File: config.mk
export PLATFORM = sky130hd
export DESIGN_NAME = unsigned_divider_64
export DESIGN_NICKNAME = d
export VERILOG_FILES = /design/src/rtl/udiv64_pkg.sv /design/src/rtl/udiv64_ctrl.sv /design/src/rtl/udiv64_dpath.sv /design/src/rtl/unsigned_divider_64.sv
export SDC_FILE = /design/constraint.sdc
export NUM_CORES = 1
export LEC_CHECK = 0
export ABC_CLOCK_PERIOD_IN_PS = 8500
export BUFFER_PORTS_ARGS = -buffer_cell sky130_fd_sc_hd__buf_4
export CAP_MARGIN = 5
export CORE_UTILIZATION = 30
export DETAILED_ROUTE_END_ITERATION = 8
export MAX_ROUTING_LAYER = met4
export SLEW_MARGIN = 15
export SYNTH_ARGS = -nofsm -noshare
export SYNTH_HDL_FRONTEND = slang
export SYNTH_SLANG_ARGS = --single-unit
export TNS_END_PERCENT = 1
File: constraint.sdc
create_clock -name clk -period 8.5 [get_ports clk]
set_input_delay 0.85 -clock clk [delete_from_list [all_inputs] [get_ports clk]]
set_output_delay 0.85 -clock clk [all_outputs]
set_load 0.02 [all_outputs]
File: src/rtl/udiv64_pkg.sv
// udiv64_pkg: shared types and constants for the unsigned divider
// request/response payloads, controller state, and controller/datapath command
// and status structs; no dependencies
package udiv64_pkg;

  localparam int DivWidth = 64;            // fixed width of the payload fields
  localparam int DataWidthDefault = 64;    // default working width

  typedef struct packed {
    logic [DivWidth-1:0] dividend;
    logic [DivWidth-1:0] divisor;
  } req_t;

  typedef struct packed {
    logic [DivWidth-1:0] quotient;
    logic [DivWidth-1:0] remainder;
    logic                divide_by_zero;
  } rsp_t;

  typedef enum logic [1:0] {
    ST_IDLE,
    ST_RUN,
    ST_FINISH
  } state_t;

  // controller -> datapath
  typedef struct packed {
    logic load;   // capture a new request
    logic step;   // one shift-and-subtract step
    logic emit;   // move the finished result into the output register
  } cmd_t;

  // datapath -> controller
  typedef struct packed {
    logic req_zero;  // divisor of the incoming request is zero
  } stat_t;

endpackage

File: src/rtl/udiv64_ctrl.sv
// udiv64_ctrl: sequencer for the divider, counts the radix-2 steps and
// runs the request/response handshakes; depends on udiv64_pkg
module udiv64_ctrl #(
  parameter int DATA_WIDTH = udiv64_pkg::DataWidthDefault
) (
  input  logic               clk,
  input  logic               rst,
  input  logic               req_valid,
  output logic               req_ready,
  output logic               rsp_valid,
  input  logic               rsp_ready,
  input  udiv64_pkg::stat_t  stat,
  output udiv64_pkg::cmd_t   cmd
);
  import udiv64_pkg::*;

  localparam int CntW = (DATA_WIDTH > 1) ? $clog2(DATA_WIDTH) : 1;
  localparam logic [CntW-1:0] LastCnt = CntW'(DATA_WIDTH - 1);

  state_t          state, state_next;
  logic [CntW-1:0] cnt;
  logic            slot_free;
  logic            last;

  assign slot_free = !rsp_valid || rsp_ready;
  assign last      = (cnt == LastCnt);

  always_comb begin
    state_next = state;
    unique case (state)
      ST_IDLE: begin
        if (req_valid) begin
          // zero divisor needs no steps
          state_next = stat.req_zero ? ST_FINISH : ST_RUN;
        end
      end
      ST_RUN: begin
        if (last) state_next = ST_FINISH;
      end
      ST_FINISH: begin
        if (slot_free) state_next = ST_IDLE;
      end
      default: state_next = ST_IDLE;
    endcase
  end

  always_comb begin
    req_ready = 1'b0;
    cmd       = '0;
    unique case (state)
      ST_IDLE: begin
        req_ready = 1'b1;
        cmd.load  = req_valid;
      end
      ST_RUN: begin
        cmd.step = 1'b1;
      end
      ST_FINISH: begin
        cmd.emit = slot_free;
      end
      default: ;
    endcase
  end

  always_ff @(posedge clk) begin
    if (rst) begin
      state     <= ST_IDLE;
      cnt       <= '0;
      rsp_valid <= 1'b0;
    end else begin
      state <= state_next;
      if (cmd.load) cnt <= '0;
      else if (cmd.step) cnt <= cnt + 1'b1;
      if (cmd.emit) rsp_valid <= 1'b1;
      else if (rsp_ready) rsp_valid <= 1'b0;
    end
  end

endmodule

File: src/rtl/udiv64_dpath.sv
// udiv64_dpath: restoring radix-2 division datapath with output register
// one quotient bit per step; depends on udiv64_pkg
module udiv64_dpath #(
  parameter int DATA_WIDTH = udiv64_pkg::DataWidthDefault
) (
  input  logic              clk,
  input  udiv64_pkg::req_t  req,
  input  udiv64_pkg::cmd_t  cmd,
  output udiv64_pkg::stat_t stat,
  output udiv64_pkg::rsp_t  rsp
);
  import udiv64_pkg::*;

  logic [DATA_WIDTH-1:0] rem, rem_next;
  logic [DATA_WIDTH-1:0] quo, quo_next;   // dividend shifts out the top, quotient in the bottom
  logic [DATA_WIDTH-1:0] dsr;
  logic                  dbz;
  logic [DATA_WIDTH-1:0] req_a;
  logic [DATA_WIDTH-1:0] req_b;
  logic [DATA_WIDTH:0]   diff;
  logic                  take;
  logic [DATA_WIDTH-1:0] q_out;
  logic [DATA_WIDTH-1:0] r_out;

  // bits above the working width are dropped
  assign req_a = req.dividend[DATA_WIDTH-1:0];
  assign req_b = req.divisor[DATA_WIDTH-1:0];
  assign stat.req_zero = (req_b == '0);

  // partial remainder is one bit wider than the divisor after the shift
  assign diff = {rem, quo[DATA_WIDTH-1]} - {1'b0, dsr};
  assign take = !diff[DATA_WIDTH];
  assign rem_next = take ? diff[DATA_WIDTH-1:0] : {rem[DATA_WIDTH-2:0], quo[DATA_WIDTH-1]};
  assign quo_next = {quo[DATA_WIDTH-2:0], take};

  // on zero divisor quo still holds the dividend
  assign q_out = dbz ? '1 : quo;
  assign r_out = dbz ? quo : rem;

  always_ff @(posedge clk) begin
    if (cmd.load) begin
      rem <= '0;
      quo <= req_a;
      dsr <= req_b;
      dbz <= (req_b == '0);
    end else if (cmd.step) begin
      rem <= rem_next;
      quo <= quo_next;
    end
    if (cmd.emit) begin
      rsp.quotient       <= DivWidth'(q_out);
      rsp.remainder      <= DivWidth'(r_out);
      rsp.divide_by_zero <= dbz;
    end
  end

endmodule

File: src/rtl/unsigned_divider_64.sv
// Unsigned 64-bit divider returning quotient and remainder. A request is taken
// when the unit is idle; it then runs DATA_WIDTH restoring shift-and-subtract
// steps in one shared subtractor, one quotient bit per cycle, or none for a
// zero divisor. A zero divisor sets divide_by_zero and returns an all-ones
// quotient with the dividend as remainder. Input bits above DATA_WIDTH are
// ignored. The result sits in an output register, so a new request can be
// taken while the previous response waits for rsp_ready.
// Depends on udiv64_pkg, udiv64_ctrl and udiv64_dpath.
module unsigned_divider_64 #(
  parameter int DATA_WIDTH = udiv64_pkg::DataWidthDefault
) (
  input  logic             clk,
  input  logic             rst,
  input  logic             req_valid,
  output logic             req_ready,
  input  udiv64_pkg::req_t req,
  output logic             rsp_valid,
  input  logic             rsp_ready,
  output udiv64_pkg::rsp_t rsp
);
  import udiv64_pkg::*;

  cmd_t  cmd;
  stat_t stat;

  udiv64_ctrl #(
    .DATA_WIDTH(DATA_WIDTH)
  ) u_ctrl (
    .clk      (clk),
    .rst      (rst),
    .req_valid(req_valid),
    .req_ready(req_ready),
    .rsp_valid(rsp_valid),
    .rsp_ready(rsp_ready),
    .stat     (stat),
    .cmd      (cmd)
  );

  udiv64_dpath #(
    .DATA_WIDTH(DATA_WIDTH)
  ) u_dpath (
    .clk (clk),
    .req (req),
    .cmd (cmd),
    .stat(stat),
    .rsp (rsp)
  );

endmodule
Word-level counts from Yosys, hierarchy flattened. Index checks and enable logic that the tools add are counted.

Bits in registers: 331. Bits in latches: 0. Memory bits (writable): 0. Bits in read-only memories: 0. Input port bits: 132. Output and inout bits: 131. Word-level logic and storage cells: 42. Memories: 0.

$add $sub $neg: 2. Multipliers: 0. Divide/modulo/power cells: 0. $lt $le $gt $ge: 0. Equal/unequal tests: 6. Shifts and indexed selects: 0. Muxes and demuxes: 15. Bitwise operators: 0. Reductions and logical operators: 9.

Operators with widths (count): two-way mux 64 bit (4); subtractor 65 x 64 -> 65 bit (1); zero test 64 bit (1); two-way mux 2 bit (4); adder 6 x 1 -> 6 bit, second input constant (1); == test 6 bit, second input constant (1); two-way mux 1 bit (6); one-hot mux 2 bit (3 select lines) (1); inequality test 2 x 1 -> 1 bit, second input constant (2); nonzero test 2 bit (2); AND reduction 3 bit (1); == test 2 x 1 -> 1 bit, second input constant (1); == test 2 bit, second input constant (1); zero test 1 bit (2); zero test 2 bit (1); inequality test 2 bit, second input constant (1); OR reduction 2 bit (1); logical OR 1 bit (1).

Depth between registers and ports, before layout.
Word-level depth: 4. Gate-level depth with buffers: 15. Mapped depth without buffers: 14.

Cells and area by module. A second synthesis with hierarchy kept.

Cell total of the unflattened synthesis: 1523. Area, all modules: 17026.3 µm².

Modules (own cells, without submodules): udiv64_dpath (instances 1, cells each 1473, area each 16610.9 µm², seq. area each 9028.7 µm²); udiv64_ctrl (instances 1, cells each 50, area each 415.4 µm², seq. area each 180.2 µm²).

Worst setup path after synthesis. Ideal clock, no wire load.

Path type: in2reg. Start: in rsp_ready. End: reg u_dpath.rsp[0] (netlist name). Library setup time: 0.634 ns. Arrival: 6.667 ns. Required time: 7.866 ns. Setup slack: 1.199 ns. Stages: 2. Path buffers: 0. Path through: nand2b_1 nor2b_1.

RTL lines: from (decl) (RTL line unsigned_divider_64.sv:18) `input logic rsp_ready,`.

Final worst setup path.
Start: reg u_dpath.quo[63]. End: reg u_dpath.rem[21].

Word-level cells in the longest chain between the ends: 2.

Ends and longest elaborated chain: from (decl) (RTL line udiv64_dpath.sv:15) `logic [DATA_WIDTH-1:0] quo, quo_next;`; from (signal assigned) (RTL line udiv64_dpath.sv:43) `quo <= req_a;`; from (signal assigned) (RTL line udiv64_dpath.sv:48) `quo <= quo_next;`; subtractor 65 x 64 -> 65 bit (RTL line udiv64_dpath.sv:31) `assign diff = {rem, quo[DATA_WIDTH-1]} - {1'b0, dsr};`; two-way mux 64 bit (RTL line udiv64_dpath.sv:33) `assign rem_next = take ? diff[DATA_WIDTH-1:0] : {rem[DATA_WIDTH-2:0], quo[DATA_WIDTH-1]};`; to (signal assigned) (RTL line udiv64_dpath.sv:47) `rem <= rem_next;`; to (decl) (RTL line udiv64_dpath.sv:14) `logic [DATA_WIDTH-1:0] rem, rem_next;`.

No other way between the ends. A chain may end at the register's enable or synchronous reset.

==> run metrics <==
Final Hold Viols=0; number of antenna-violating nets in the routed design=0; synthesized area=around 17,000 um2; final standard cell area without fillers=~21,000 um2; cell types occupying the most area after synthesis=sky130_fd_sc_hd__edfxtp_1 46%, sky130_fd_sc_hd__dfxtp_1 8.7%, sky130_fd_sc_hd__nand2_1 6.3%; placed cell areas=around 19,000 um2; result of the run=finished clean; minimum hold slack=0.482 ns; clock tree from TritonCTS=built; total of buffers placed on input and output ports=about 260; DRC marker count from the first detailed-route iteration=983; level count of the clock H-tree=2; cts-stage hold buffer count=0; slowest library cell on the worst path=sky130_fd_sc_hd__buf_4; classification of the worst setup path=flop to flop; required time at the endpoint of the critical path=approximately 8.9 ns; kind of start point of the critical path=flop; iteration count of the initial detailed-routing pass=5; number of post-CTS setup repair buffers=0; endpoint of the worst-slack reg-to-reg timing path=u_dpath.rem[21]; clock share of power=a little over 30%; clock tree root buffer cell=sky130_fd_sc_hd__clkbuf_16; worst hold path cell count=1; maximum achievable frequency=216 MHz; Layout Nets=between 2k and 2.5k; via density per instance=a little under 5; number of warning messages in the yosys log=0; count of flip-flops with a built-in enable after synthesis=between 200 and 300; worst hold start=req[45]; Async SR Flop Fraction=0%; insertion delay of the later-clocked pin in the worst-skew pair=0.56 ns; number of standard-cell rows in the floorplan=86; P_leak=roughly 0.0086 uW; instance count of the mapped netlist=1,587; area share of the largest cell type after synthesis=a little under half; die area=56,800 um2; global router's overall resource usage=about 18%; minimum period implied by the final worst setup slack=4.63 ns; Cell Int Power=between 3000 and 4000 uW; share of the yosys chip area belonging to registers=54.9%; number of sinks on the clock net=around 330; setup repair after global routing missed its margin=false; synthesis-stage register bit count=approximately 330; actual slew at the worst max-slew pin=approximately 1.0 ns; final count of pins violating max slew=0; leading register cell type out of synthesis=sky130_fd_sc_hd__edfxtp_1; period utilization=a little over half; count of unique library cells instantiated by Yosys=70; number of violations of the max-capacitance limit=0; final global-route overflow total=0; Worst Setup Slack post-DPL=3.89 ns; wire length after detailed routing=~50 mm; element type at the critical path end=flop; CP dominant cell by count=sky130_fd_sc_hd__o21ai_1; maximum fanout encountered on the critical timing path=80; area of the core region=between 50,000 and 60,000 um2; launching point of the worst reg2reg path=u_dpath.quo[63]; power consumption=about 5400 uW; drt drc=0; final critical-path setup slack=3.87 ns; fraction of final layout cells sized beyond drive strength 1=between 20 and 30%; maximum vdd drop=about 0.13 mV; end point of the worst hold path=u_dpath.dsr[45]; Slew HR=approximately a third; net switching power=1790 uW; maximum number of pins on one net before global-route repair=130; Routed WL per cell=roughly 19 um; clk buf depth=3; cells resized by post-CTS repair=0; global placement routability congestion=around 0.9; part of the total power dissipated in sequential elements=41.4%; top-level port count=263; cell depth of the worst flop-to-flop path=15; list of cells traversed by the critical path=inv_1 -> ha_1 -> fa_1 -> nor2b_1 -> o31ai_2 -> a2111oi_4 -> o21ai_1 -> o22a_4 -> o31ai_4 -> a21oi_4 -> xor2_4 -> buf_4 -> nor2_1 -> a21oi_1 -> o21ai_1; Initial Util=30.4%; die boundary height=between 200 and 250 um; dominant delay contributor by cell family on the critical path=compound AO/OA/AOI/OAI gates; R2R setup slack=a little under 4 ns; most instantiated library cell after synthesis=sky130_fd_sc_hd__nand2_1; Clock transition at path regs=0.06 ns; via count of the first global-routing pass=12.2k; DP Wirelength=approximately 37 mm; Synth Net Count=1,785; number of antenna violations at the first check in global routing=1; data arrival time of the worst path=roughly 5 ns; Switching Share=approximately 33%; critical path's largest stage delay=a little over 0.7 ns; number of clock buffers inserted by TritonCTS=39; average instance area after synthesis=~11 um2; combined buffer and inverter count along the critical path=2; pwr dens=259 nW/um2; Worst Hold Class=input port to flop; area growth from synthesis to layout=23.6%; largest area contributor in the netlist=sky130_fd_sc_hd__edfxtp_1; synth cell count leaders=280 x sky130_fd_sc_hd__nand2_1, 258 x sky130_fd_sc_hd__edfxtp_1, 113 x sky130_fd_sc_hd__a21oi_1; total setup violations reported at the end of the flow=0; DR vias=roughly 13k; combinational share of power=roughly 28%; Die Span X=238 um; final setup TNS=0 ns; Final Skew=between 0.02 and 0.025 ns; wire length of the first global-routing pass=about 75 mm
-- registers in the layout, summed over array words and instances (netlist names) --
register,cells
u_ctrl.cnt,6
u_ctrl.rsp_valid,1
u_ctrl.state,2
u_dpath.dbz,1
u_dpath.dsr,64
u_dpath.quo,64
u_dpath.rem,64
u_dpath.rsp,129
-- worst max-delay path by stage --
stage                          from              end  slack (ns)  cells past startpoint
global route        u_dpath.quo[63]  u_dpath.rem[19]        3.51                     15
finish              u_dpath.quo[63]  u_dpath.rem[21]        3.87                     15
global placement    u_dpath.quo[63]   u_dpath.rem[8]        3.99                     15
CTS                 u_dpath.quo[63]  u_dpath.rem[21]        3.87                     15
detailed placement  u_dpath.quo[63]  u_dpath.rem[21]        3.89                     15
floorplan                 rsp_ready   u_dpath.rsp[0]        1.20                      2
-- cells by family (layout without fill, tap and decap cells) --
| logic type | count (synthesis) | count (layout) | share of synthesized area [%] |
|---|---|---|---|
| xor+xnor | 65 | 65 | 3.55 |
| other cells | 0 | 1 | 0 |
| mux | 69 | 69 | 4.60 |
| flops | 331 | 331 | 54.9 |
| fa+ha+maj | 66 | 66 | 4.97 |
| simple gates | 547 | 547 | 14.9 |
| compound gates | 356 | 356 | 13.5 |
| buf+inv | 153 | 420 | 3.61 |
-- routing by layer --
metal / vias up / routed length [um] / GRT usage (%)
li1: 6151 / - / -
met4: 0 / 975 / 4.88
met2: 396 / 21900 / 25.9
met3: 59 / 3030 / 3.19
met1: 6175 / 24200 / 25.3
met5: - / 0 / -
-- layout by cell type, fill, tap and decap left out, types with 5 or more instances in the layout --
master	netlist	final
sky130_fd_sc_hd__nand2_1	280	279
sky130_fd_sc_hd__buf_4	0	271
sky130_fd_sc_hd__edfxtp_1	258	258
sky130_fd_sc_hd__a21oi_1	113	113
sky130_fd_sc_hd__inv_1	79	77
sky130_fd_sc_hd__nor2_1	76	75
sky130_fd_sc_hd__dfxtp_1	73	73
sky130_fd_sc_hd__or2_2	66	66
sky130_fd_sc_hd__ha_1	65	65
sky130_fd_sc_hd__mux2_2	63	63
sky130_fd_sc_hd__o21ai_0	58	58
sky130_fd_sc_hd__a21o_1	45	45
sky130_fd_sc_hd__o21ai_1	43	43
sky130_fd_sc_hd__clkbuf_16	0	39
sky130_fd_sc_hd__xor2_1	32	32
sky130_fd_sc_hd__xnor2_1	31	31
sky130_fd_sc_hd__nand3_1	30	30
sky130_fd_sc_hd__nor4_1	17	17
sky130_fd_sc_hd__nand4_1	17	17
sky130_fd_sc_hd__and3_1	11	11
sky130_fd_sc_hd__nor2b_1	12	10
sky130_fd_sc_hd__nor3_1	10	10
sky130_fd_sc_hd__o21bai_1	10	10
sky130_fd_sc_hd__clkbuf_1	54	10
sky130_fd_sc_hd__nand2b_1	10	9
sky130_fd_sc_hd__and2_1	9	9
sky130_fd_sc_hd__clkinv_2	0	9
sky130_fd_sc_hd__a32oi_1	8	8
sky130_fd_sc_hd__o21a_1	7	7
sky130_fd_sc_hd__a31oi_1	7	7
sky130_fd_sc_hd__a21boi_0	7	7
sky130_fd_sc_hd__a22o_1	7	7
sky130_fd_sc_hd__a211oi_1	6	6
sky130_fd_sc_hd__mux2i_1	5	5
sky130_fd_sc_hd__clkinv_1	0	5
-- stage by stage --
step / util (%) / std cells
finish: 37.5 / 2603
global route: 37.5 / 2603
CTS: 37.5 / 2602
detailed placement: 35.3 / 2533
global placement: 35.3 / 2533
floorplan: - / 1587
-- cell type report --
class / count / area, um2
antenna: 1 / 2.50
clock buffer: 49 / 1010
clock inverter: 20 / 216
fill: 5450 / 34500
inverter: 79 / 299
multi-input combinational: 1103 / 6990
sequential: 331 / 9210
tap: 748 / 936
timing repair buffer: 272 / 2050
-- power by group through the flow --
stage / clock, uW / combinational (uW) / sequential, uW
global placement: 0 / 1490 / 2250
CTS: 1690 / 1510 / 2220
detailed placement: 0 / 1500 / 2250
floorplan: 0 / 1100 / 2170
finish: 1640 / 1510 / 2220
global route: 1760 / 1670 / 2240
(Power assumes the default switching activity.)
